**src/rtl/core/lgc_pkg.sv**
```systemverilog
// ----------------------------------------------------------------------------
// lgc_pkg
// Shared constants, codes and types for the glyph cache slot row.
// ----------------------------------------------------------------------------
`default_nettype none

package lgc_pkg;

   // default sizes
   localparam int ENTRIES_DEF      = 16;
   localparam int GLYPH_BITS_DEF   = 32;
   localparam int FONT_ID_BITS_DEF = 8;

   // fixed field widths
   localparam int GLYPH_ID_BITS  = 32;
   localparam int FONT_SIZE_BITS = 16;
   localparam int CAP_BITS       = 5;
   localparam int EV_BITS        = 5;
   localparam int FUNC_BITS      = 3;

   localparam logic [CAP_BITS-1:0] CAP_RESET = 5'd16;
   localparam logic [EV_BITS-1:0]  EV_MAX    = 5'd31;

   // request operations
   localparam logic [FUNC_BITS-1:0] FUNC_INSERT = 3'd0;
   localparam logic [FUNC_BITS-1:0] FUNC_LOOKUP = 3'd1;
   localparam logic [FUNC_BITS-1:0] FUNC_PROBE  = 3'd2;
   localparam logic [FUNC_BITS-1:0] FUNC_REMOVE = 3'd3;
   localparam logic [FUNC_BITS-1:0] FUNC_CLEAR  = 3'd4;
   localparam logic [FUNC_BITS-1:0] FUNC_TRIM   = 3'd5;

   // slot row update modes
   localparam logic [2:0] MODE_HOLD  = 3'd0;
   localparam logic [2:0] MODE_FRONT = 3'd1;  // move hit entry to the head
   localparam logic [2:0] MODE_PUSH  = 3'd2;  // shift all toward tail, new at head
   localparam logic [2:0] MODE_PULL  = 3'd3;  // close the gap of a removed entry
   localparam logic [2:0] MODE_KILL  = 3'd4;  // drop slots at or past the limit

   // broadcast control to every slot
   typedef struct packed {
      logic [2:0] mode;
      logic       capture;
   } slot_ctl_type;

   // decisions of the control unit for one request
   typedef struct packed {
      logic [2:0]         mode;
      logic               status;
      logic               hit;
      logic               glyph_sel;
      logic [EV_BITS-1:0] evicted;
   } act_type;

endpackage

`default_nettype wire

```
**src/rtl/core/lgc_slot.sv**
```systemverilog
// ----------------------------------------------------------------------------
// lgc_slot
// One position of the recency row. Position equals recency rank: the head
// is the most recent entry. Each slot compares its key, and loads from its
// head-side or tail-side neighbor as the broadcast mode says.
// ----------------------------------------------------------------------------
`default_nettype none

module lgc_slot
   import lgc_pkg::*;
#(
   parameter int IDX        = 0,
   parameter int KEY_BITS   = 56,
   parameter int GLYPH_BITS = GLYPH_BITS_DEF,
   parameter int CNT_BITS   = 5
) (
   input  wire logic                  clock,
   input  wire logic                  reset,
   input  wire slot_ctl_type          ctl,
   input  wire logic [CNT_BITS-1:0]   limit,
   input  wire logic [KEY_BITS-1:0]   cmp_key,
   input  wire logic                  prev_valid,
   input  wire logic [KEY_BITS-1:0]   prev_key,
   input  wire logic [GLYPH_BITS-1:0] prev_glyph,
   input  wire logic                  next_valid,
   input  wire logic [KEY_BITS-1:0]   next_key,
   input  wire logic [GLYPH_BITS-1:0] next_glyph,
   input  wire logic                  seen_in,
   output logic                       seen_out,
   input  wire logic [GLYPH_BITS-1:0] hit_glyph_in,
   output logic [GLYPH_BITS-1:0]      hit_glyph_out,
   output logic                       fwd_valid,
   output logic                       slot_valid,
   output logic [KEY_BITS-1:0]        key,
   output logic [GLYPH_BITS-1:0]      glyph
);

   localparam logic [CNT_BITS-1:0] POS = CNT_BITS'(IDX);

   logic                  valid_ff, valid_in;
   logic [KEY_BITS-1:0]   key_ff, key_in;
   logic [GLYPH_BITS-1:0] glyph_ff, glyph_in;
   logic                  match_ff, match_in;
   logic                  keep;

   // slot survives the limit
   assign keep      = valid_ff && (POS < limit);
   assign fwd_valid = keep;

   // match chains toward tail (seen) and toward head (glyph)
   assign seen_out      = seen_in | match_ff;
   assign hit_glyph_out = match_ff ? glyph_ff : hit_glyph_in;

   // match captured when the request is taken
   assign match_in = ctl.capture ? (valid_ff && (key_ff == cmp_key)) : match_ff;

   // slot update
   always_comb begin
      valid_in = valid_ff;
      key_in   = key_ff;
      glyph_in = glyph_ff;
      unique case (ctl.mode)
         MODE_FRONT: begin
            if (!seen_in) begin
               valid_in = prev_valid;
               key_in   = prev_key;
               glyph_in = prev_glyph;
            end
         end
         MODE_PUSH: begin
            valid_in = prev_valid;
            key_in   = prev_key;
            glyph_in = prev_glyph;
         end
         MODE_PULL: begin
            if (seen_in || match_ff) begin
               valid_in = next_valid;
               key_in   = next_key;
               glyph_in = next_glyph;
            end
         end
         MODE_KILL: begin
            valid_in = keep;
         end
         default: begin
         end
      endcase
   end

   always_ff @(posedge clock) begin
      if (reset) begin
         valid_ff <= 1'b0;
         match_ff <= 1'b0;
      end else begin
         valid_ff <= valid_in;
         match_ff <= match_in;
      end
   end

   // payload
   always_ff @(posedge clock) begin
      key_ff   <= key_in;
      glyph_ff <= glyph_in;
   end

   assign slot_valid = valid_ff;
   assign key        = key_ff;
   assign glyph      = glyph_ff;

endmodule

`default_nettype wire

```
**src/rtl/core/lgc_ctrl.sv**
```systemverilog
// ----------------------------------------------------------------------------
// lgc_ctrl
// Decides the row update, new entry count and response fields of one
// request from its operation, the hit flag, the count and the capacity.
// ----------------------------------------------------------------------------
`default_nettype none

module lgc_ctrl
   import lgc_pkg::*;
#(
   parameter int ENTRIES  = ENTRIES_DEF,
   parameter int CNT_BITS = 5
) (
   input  wire logic [FUNC_BITS-1:0] func,
   input  wire logic                 hit,
   input  wire logic [CNT_BITS-1:0]  count,
   input  wire logic [CAP_BITS-1:0]  capacity,
   output act_type                   act,
   output logic [CNT_BITS-1:0]       limit,
   output logic [CNT_BITS-1:0]       count_next
);

   localparam int SW = (CNT_BITS > CAP_BITS) ? CNT_BITS : CAP_BITS;

   logic [SW-1:0]       cap_ext;
   logic [CNT_BITS-1:0] eff_cap;
   logic [CNT_BITS-1:0] tgt;
   logic [CNT_BITS-1:0] ev;
   logic [SW-1:0]       ev_ext;

   // capacity clipped to the slot count
   assign cap_ext = SW'(capacity);
   assign eff_cap = (cap_ext > SW'(ENTRIES)) ? CNT_BITS'(ENTRIES) : cap_ext[CNT_BITS-1:0];

   // count kept before an insert of a new key
   assign tgt = (count >= eff_cap) ? (eff_cap - 1'b1) : count;

   always_comb begin
      act.mode      = MODE_HOLD;
      act.status    = 1'b0;
      act.hit       = 1'b0;
      act.glyph_sel = 1'b0;
      limit         = count;
      count_next    = count;
      ev            = '0;
      unique case (func)
         FUNC_INSERT: begin
            act.hit = hit;
            if (eff_cap != '0) begin
               if (hit) begin
                  act.mode = MODE_FRONT;
               end else begin
                  act.mode   = MODE_PUSH;
                  limit      = tgt;
                  ev         = count - tgt;
                  count_next = tgt + 1'b1;
               end
            end
         end
         FUNC_LOOKUP: begin
            act.hit = hit;
            if (hit) begin
               act.mode      = MODE_FRONT;
               act.glyph_sel = 1'b1;
            end else begin
               act.status = 1'b1;
            end
         end
         FUNC_PROBE: begin
            act.hit = hit;
         end
         FUNC_REMOVE: begin
            act.hit = hit;
            if (hit) begin
               act.mode   = MODE_PULL;
               count_next = count - 1'b1;
            end
         end
         FUNC_CLEAR: begin
            act.mode   = MODE_KILL;
            limit      = '0;
            count_next = '0;
         end
         FUNC_TRIM: begin
            if (count > eff_cap) begin
               act.mode   = MODE_KILL;
               limit      = eff_cap;
               ev         = count - eff_cap;
               count_next = eff_cap;
            end
         end
         default: begin
         end
      endcase

      // eviction count saturates
      ev_ext      = SW'(ev);
      act.evicted = (ev_ext > SW'(EV_MAX)) ? EV_MAX : ev_ext[EV_BITS-1:0];
   end

endmodule

`default_nettype wire

```
**src/rtl/core/lru_glyph_cache.sv**
```systemverilog
// ----------------------------------------------------------------------------
// lru_glyph_cache
// Fully associative least-recently-used glyph handle store built as a row
// of slots ordered by recency.
// ----------------------------------------------------------------------------
// Usage:
//   req_* channel carries one operation with a (font, glyph, size) key and a
//   handle; rsp_* returns status, hit, handle and eviction count, one
//   response per request. csr_wr_en/csr_wr_data set the capacity; the user
//   writes it only while no request is in flight, the block does not enforce this.
//   When a request is taken every slot compares its key and registers the
//   match; in the later update cycle the slot row shifts, drops or moves
//   entries in one step and the response register loads. A new request is
//   taken only once the previous one has updated the slot row; trim and
//   eviction finish in the same update cycle since slot position is
//   recency rank.
//   The response appears the cycle after the update and a new request is
//   taken meanwhile. If rsp_stall holds the response, the next update waits
//   and req_stall stays high until the response register frees.
//   Reset empties the store, sets capacity to 16 and clears both channels.
// ----------------------------------------------------------------------------
`default_nettype none

module lru_glyph_cache
   import lgc_pkg::*;
#(
   parameter int ENTRIES      = ENTRIES_DEF,
   parameter int GLYPH_BITS   = GLYPH_BITS_DEF,
   parameter int FONT_ID_BITS = FONT_ID_BITS_DEF
) (
   input  wire logic                     clock,
   input  wire logic                     reset,
   // request channel
   input  wire logic                     req_valid,
   output logic                          req_stall,
   input  wire logic [FUNC_BITS-1:0]     req_func,
   input  wire logic [FONT_ID_BITS-1:0]  req_font_id,
   input  wire logic [GLYPH_ID_BITS-1:0] req_glyph_id,
   input  wire logic [FONT_SIZE_BITS-1:0] req_font_size,
   input  wire logic [GLYPH_BITS-1:0]    req_glyph_in,
   // response channel
   output logic                          rsp_valid,
   input  wire logic                     rsp_stall,
   output logic                          rsp_status,
   output logic                          rsp_hit,
   output logic [GLYPH_BITS-1:0]         rsp_glyph_out,
   output logic [EV_BITS-1:0]            rsp_evicted_count,
   // capacity register
   input  wire logic                     csr_wr_en,
   input  wire logic [CAP_BITS-1:0]      csr_wr_data
);

   localparam int KEY_BITS = FONT_ID_BITS + GLYPH_ID_BITS + FONT_SIZE_BITS;
   localparam int CNT_BITS = $clog2(ENTRIES + 1);

   logic                  busy_ff, busy_in;
   logic                  rsp_valid_ff, rsp_valid_in;
   logic [CAP_BITS-1:0]   cap_ff;
   logic [CNT_BITS-1:0]   count_ff;
   logic [FUNC_BITS-1:0]  func_ff;
   logic [KEY_BITS-1:0]   key_ff;
   logic [GLYPH_BITS-1:0] glyph_ff;
   logic                  rsp_status_ff;
   logic                  rsp_hit_ff;
   logic [GLYPH_BITS-1:0] rsp_glyph_ff;
   logic [EV_BITS-1:0]    rsp_ev_ff;

   logic                  req_take;
   logic                  update_go;
   logic [KEY_BITS-1:0]   req_key;
   slot_ctl_type          slot_ctl;
   act_type               act;
   logic [CNT_BITS-1:0]   limit;
   logic [CNT_BITS-1:0]   count_next;
   logic                  hit;
   logic [GLYPH_BITS-1:0] hit_glyph;
   logic [GLYPH_BITS-1:0] head_glyph;

   logic                  fwd_valid [ENTRIES];
   logic [KEY_BITS-1:0]   slot_key  [ENTRIES];
   logic [GLYPH_BITS-1:0] slot_glyph[ENTRIES];
   logic [ENTRIES-1:0]    valid_vec;
   logic                  seen      [ENTRIES+1];
   logic [GLYPH_BITS-1:0] gchain    [ENTRIES+1];

   // handshake
   assign req_stall = busy_ff;
   assign req_take  = req_valid && !busy_ff;
   assign update_go = busy_ff && (!rsp_valid_ff || !rsp_stall);
   assign busy_in   = req_take || (busy_ff && !update_go);
   assign rsp_valid_in = update_go || (rsp_valid_ff && rsp_stall);

   assign req_key = {req_font_id, req_glyph_id, req_font_size};

   always_ff @(posedge clock) begin
      if (reset) begin
         busy_ff      <= 1'b0;
         rsp_valid_ff <= 1'b0;
         cap_ff       <= CAP_RESET;
         count_ff     <= '0;
      end else begin
         busy_ff      <= busy_in;
         rsp_valid_ff <= rsp_valid_in;
         if (csr_wr_en) begin
            cap_ff <= csr_wr_data;
         end
         if (update_go) begin
            count_ff <= count_next;
         end
      end
   end

   // request hold
   always_ff @(posedge clock) begin
      if (req_take) begin
         func_ff  <= req_func;
         key_ff   <= req_key;
         glyph_ff <= req_glyph_in;
      end
   end

   // operation decode
   lgc_ctrl #(
      .ENTRIES  (ENTRIES),
      .CNT_BITS (CNT_BITS)
   ) u_ctrl (
      .func       (func_ff),
      .hit        (hit),
      .count      (count_ff),
      .capacity   (cap_ff),
      .act        (act),
      .limit      (limit),
      .count_next (count_next)
   );

   // broadcast to the slot row
   assign slot_ctl.capture = req_take;
   assign slot_ctl.mode    = update_go ? act.mode : MODE_HOLD;
   assign head_glyph       = (act.mode == MODE_FRONT) ? hit_glyph : glyph_ff;

   assign seen[0]          = 1'b0;
   assign gchain[ENTRIES]  = '0;
   assign hit              = seen[ENTRIES];
   assign hit_glyph        = gchain[0];

   // slot row, head is most recent
   for (genvar i = 0; i < ENTRIES; i++) begin : g_slot
      logic                  p_valid;
      logic [KEY_BITS-1:0]   p_key;
      logic [GLYPH_BITS-1:0] p_glyph;
      logic                  n_valid;
      logic [KEY_BITS-1:0]   n_key;
      logic [GLYPH_BITS-1:0] n_glyph;

      if (i == 0) begin : g_head
         assign p_valid = 1'b1;
         assign p_key   = key_ff;
         assign p_glyph = head_glyph;
      end else begin : g_mid
         assign p_valid = fwd_valid[i-1];
         assign p_key   = slot_key[i-1];
         assign p_glyph = slot_glyph[i-1];
      end

      if (i == ENTRIES - 1) begin : g_tail
         assign n_valid = 1'b0;
         assign n_key   = '0;
         assign n_glyph = '0;
      end else begin : g_body
         assign n_valid = fwd_valid[i+1];
         assign n_key   = slot_key[i+1];
         assign n_glyph = slot_glyph[i+1];
      end

      lgc_slot #(
         .IDX        (i),
         .KEY_BITS   (KEY_BITS),
         .GLYPH_BITS (GLYPH_BITS),
         .CNT_BITS   (CNT_BITS)
      ) u_slot (
         .clock         (clock),
         .reset         (reset),
         .ctl           (slot_ctl),
         .limit         (limit),
         .cmp_key       (req_key),
         .prev_valid    (p_valid),
         .prev_key      (p_key),
         .prev_glyph    (p_glyph),
         .next_valid    (n_valid),
         .next_key      (n_key),
         .next_glyph    (n_glyph),
         .seen_in       (seen[i]),
         .seen_out      (seen[i+1]),
         .hit_glyph_in  (gchain[i+1]),
         .hit_glyph_out (gchain[i]),
         .fwd_valid     (fwd_valid[i]),
         .slot_valid    (valid_vec[i]),
         .key           (slot_key[i]),
         .glyph         (slot_glyph[i])
      );
   end

   // response register
   always_ff @(posedge clock) begin
      if (update_go) begin
         rsp_status_ff <= act.status;
         rsp_hit_ff    <= act.hit;
         rsp_glyph_ff  <= act.glyph_sel ? hit_glyph : '0;
         rsp_ev_ff     <= act.evicted;
      end
   end

   assign rsp_valid         = rsp_valid_ff;
   assign rsp_status        = rsp_status_ff;
   assign rsp_hit           = rsp_hit_ff;
   assign rsp_glyph_out     = rsp_glyph_ff;
   assign rsp_evicted_count = rsp_ev_ff;

`ifndef SYNTHESIS
   // valid slots stay packed at the head and match the count
   a_packed: assert property (@(posedge clock) disable iff (reset)
      ((valid_vec & (valid_vec + 1'b1)) == '0) &&
      ($countones(valid_vec) == int'(count_ff)))
      else $error("slot row not packed or count mismatch");

   // a response only follows an update of a request in flight
   a_rsp_src: assert property (@(posedge clock) disable iff (reset)
      $rose(rsp_valid_ff) |-> $past(busy_ff))
      else $error("response without request");

   // a miss status never comes with a hit
   a_status: assert property (@(posedge clock) disable iff (reset)
      rsp_valid_ff && rsp_status_ff |-> !rsp_hit_ff && (rsp_glyph_ff == '0))
      else $error("miss status with hit data");

   // count never exceeds the slot count
   a_count: assert property (@(posedge clock) disable iff (reset)
      update_go |=> (count_ff <= CNT_BITS'(ENTRIES)))
      else $error("entry count out of range");
`endif

endmodule

`default_nettype wire

```
**config.mk**
```make
export PLATFORM = sky130hd
export DESIGN_NAME = lru_glyph_cache
export DESIGN_NICKNAME = d
export VERILOG_FILES = /design/src/rtl/core/lgc_pkg.sv /design/src/rtl/core/lgc_slot.sv /design/src/rtl/core/lgc_ctrl.sv /design/src/rtl/core/lru_glyph_cache.sv
export SDC_FILE = /design/constraint.sdc
export NUM_CORES = 2
export LEC_CHECK = 0
export BUFFER_PORTS_ARGS = -buffer_cell sky130_fd_sc_hd__buf_2
export CAP_MARGIN = 20
export CORE_MARGIN = 3
export CORE_UTILIZATION = 56
export DETAILED_ROUTE_END_ITERATION = 8
export GPL_ROUTABILITY_DRIVEN = 0
export PLACE_DENSITY = 0.72
export SLEW_MARGIN = 20
export SYNTH_ARGS = -nofsm -noshare
export SYNTH_HDL_FRONTEND = slang
export SYNTH_SLANG_ARGS = --single-unit
export TNS_END_PERCENT = 5
```
**constraint.sdc**
```tcl
create_clock -name clock -period 9.9 [get_ports clock]
set_input_delay 0.495 -clock clock [delete_from_list [all_inputs] [get_ports clock]]
set_output_delay 0.495 -clock clock [all_outputs]
set_load 0.01 [all_outputs]
```
==> reports/qor.txt <==
status: finished with violations
failing checks: DRC
Pleak: 0.0336 µW
synth warn: 0
Power Density: 160 nW/µm²
CP Launch Type: flop
number of global-route vias before repair: 64291
Area Growth Syn to Fin: 9.65%
setup_tns: 0 ns
sequential area share after synthesis: 56.9%
CTS sink cnt: 1582
Final Net Count: 8608
worst-path fanout max: 196
ranking of synthesized cells by area: edfxtp_1 (56%), nand2_1 (16%), xnor2_1 (5.9%)
DR WL/cell: 28.0 µm
final setup vio count: 0
worst IR drop on VDD: 179 µV
Min Clock Period, post-route: 5.75 ns
worst setup path start: g_slot[0].u_slot.match_ff
Slew Limit Fails: 0
GRT Util Overall: 37.9%
WP depth: 10
vias per cell: 6.54
setup ws final: 4.15 ns
Via Count: 68998
Synth cell types: 74
crit-path cells: buf_12 > or3_4 > nor3_4 > nand2_2 > nand3_4 > buf_4 > buf_4 > buf_12 > nand2_1 > nand2_1
worst-margin pin slew: 1.33 ns
post-cts sizing count: 0
Placement Setup Slack: 4.45 ns
final hold viol count: 0
r2r setup slk: 4.15 ns
syn_nets: 8707
clock-pin transition on the worst setup and hold timing paths: 0.06 ns
Post-CTS Setup Inserts: 0
DP HPWL: 197000 µm
core outline area: 146000 µm²
fin cells: 10551
worst hold path class: primary input to flop
most frequent cells in the layout: nand2_1 (3457), edfxtp_1 (1538), xnor2_1 (553)
layout cell share with drive strength beyond 1: 6.38%
Reg2Reg Depth: 10
gr ovfl total: 0
num ports: 142
clk_lat worst skew: 0.84 ns
end point of the critical path: g_slot[9].u_slot.key[44]
Reg2Reg Launch Point: g_slot[0].u_slot.match_ff
RR Endpoint: g_slot[9].u_slot.key[44]
worst path required time: 10.60 ns
max cap viols: 0
most common cell after layout, fill and taps aside: nand2_1
post-synth top area share: 55.8%
unrepaired setup endpoints after global routing: no
routed wire length: 295000 µm
port bufs: 141
#FFs+latches synth: 1582
Netlist Area Pre-Place: 82700 µm²
Max clock buf depth: 3
clock skew: 0.0690 ns
Avg Inst Size Synth: 9.63 µm²
worst path arrival time: 6.44 ns
maximum clock rate: 174 MHz
Crit path max-delay family: buffers and inverters
Post-synth top flop: edfxtp_1
first-pass GRT wire length: 429000 µm
FILL cells: 11902
total CTS buffers: 169
post-route ant nets: 0
crit path kind: flop to flop
slowest stage cell on the critical path: buf_4
Placed Cells incl. Taps: 10191
Mapped Cells: 8591
initial antenna violation count: 18
Die ar.: 152000 µm²
final worst path period share: 58.0%
H-Tree Level Count: 4
Die X: 390 µm
number of synthesized flops with an enable pin: 1538
pin count of the biggest net entering global routing: 233
CP endpoint kind: flop
Die Ht: 390 µm
Root Buffer: clkbuf_16
Slew HR: 11.1%
Worst Path Buf+Inv: 4
Starting Density: 56.6%
CP max stage delay: 0.84 ns
DR pass1 iterations: 9
asr flop ratio synth: 0%
post-layout power: 14500 µW
Synth area leader: edfxtp_1
number of remaining DRC errors: 1
row count: 140
DR iter-0 viols: 12143
CTS tree: yes
WHS: 0.0598 ns
## report_power, final
part	internal, µW	switching (µW)	total, µW	leakage, µW
sequential	7410	113	7520	0.0143
clock	3360	2820	6180	0.00254
combinational	258	551	809	0.0168
total	11000	3490	14500	0.0336
## cell type report
cell class	count	area, µm²	area share [%]
antenna	7	17.5	0.0193
inverter	85	324	0.357
multi-input combinational	6339	33400	36.8
timing repair buffer	315	2280	2.52
clock buffer	225	4450	4.90
sequential	1582	47100	51.9
tap	1917	2400	2.64
clock inverter	81	811	0.894
## cells by family (layout without fill, tap and decap cells)
kind of cell / Yosys count / count (layout) / synth area share, %
AND/OR/NAND/NOR: 4352 / 4352 / 21.5
flip-flops: 1582 / 1582 / 56.9
AO/OA/AOI/OAI: 989 / 989 / 7.80
XOR/XNOR: 903 / 903 / 9.56
buffers and inverters: 670 / 706 / 3.07
multiplexers: 80 / 80 / 0.969
adder cells (fa/ha/maj): 15 / 15 / 0.245
other: 0 / 7 / 0
## routing by layer
layer | global-route usage [%] | vias to the layer above | wire length (µm)
met5 | 0 | - | 149
met4 | 19.3 | 14 | 19300
met3 | 13.5 | 1094 | 48100
met2 | 54.3 | 5958 | 123000
met1 | 50.8 | 32742 | 105000
li1 | - | 29190 | -
## synthesized netlist by cell type, types with 13 or more instances
cell	count
a21oi_1	171
or3_1	24
a41oi_1	14
o211ai_1	38
dfxtp_1	44
clkbuf_1	534
nor2_1	304
and2_1	97
nand2_1	3460
o21ai_0	272
ha_1	13
a32oi_1	20
nor2b_1	37
a221oi_1	78
o22ai_1	134
nand3_1	58
o311ai_0	32
o21a_1	28
nor3_1	32
o31ai_1	21
inv_1	85
xor2_1	350
nor4_1	122
a221o_1	22
a31oi_1	25
a22oi_1	67
mux2i_1	79
nand2b_1	33
xnor2_1	553
buf_1	39
o31a_1	15
nand4_1	156
edfxtp_1	1538
## what timing repair did
item / in CTS / in global routing
hold endpoints to repair: 42 / 0
hold buffers: 46 / 0
endpoints found under the setup margin: 0 / 0
## through the flow
stage	utilization, %	instance area [µm²]
3_5_place_dp	58.1	85000
3_3_place_gp	58.0	84900
2_1_floorplan	-	82700
4_1_cts	62.0	90700
5_1_grt	62.0	90700
6_report	62.0	90700
## worst min path at each step
| stage | start | endpoint | cells past startpoint |
|---|---|---|---|
| after floorplan | g_slot[15].u_slot.match_ff | g_slot[15].u_slot.match_ff | 2 |
| after global placement | g_slot[2].u_slot.match_ff | g_slot[2].u_slot.match_ff | 2 |
| after detailed placement | g_slot[6].u_slot.match_ff | g_slot[6].u_slot.match_ff | 2 |
| after CTS | csr_wr_en | cap_ff[1] | 3 |
| after global routing | csr_wr_en | cap_ff[1] | 3 |
| final | csr_wr_en | cap_ff[0] | 3 |
## state kept, by name (all words and copies together), names as in the netlist, 3 cells and up
signal / flops
cap_ff: 5
count_ff: 5
func_ff: 3
g_slot.p_key: 56
g_slot.u_slot.glyph: 512
g_slot.u_slot.key: 896
g_slot.u_slot.match_ff: 16
g_slot.u_slot.slot_valid: 16
glyph_ff: 32
rsp_evicted_count: 5
rsp_glyph_out: 32
## worst reg2reg max path, stage by stage, from the launching register on
cell and delay (ns):
dfxtp_4 0.60, buf_12 0.44, or3_4 0.73, nor3_4 0.24, nand2_2 0.14, nand3_4 0.56
buf_4 0.77, buf_4 0.91, buf_12 0.74, nand2_1 0.37, nand2_1 0.12
No activity file was read; power rests on OpenSTA's default activity.
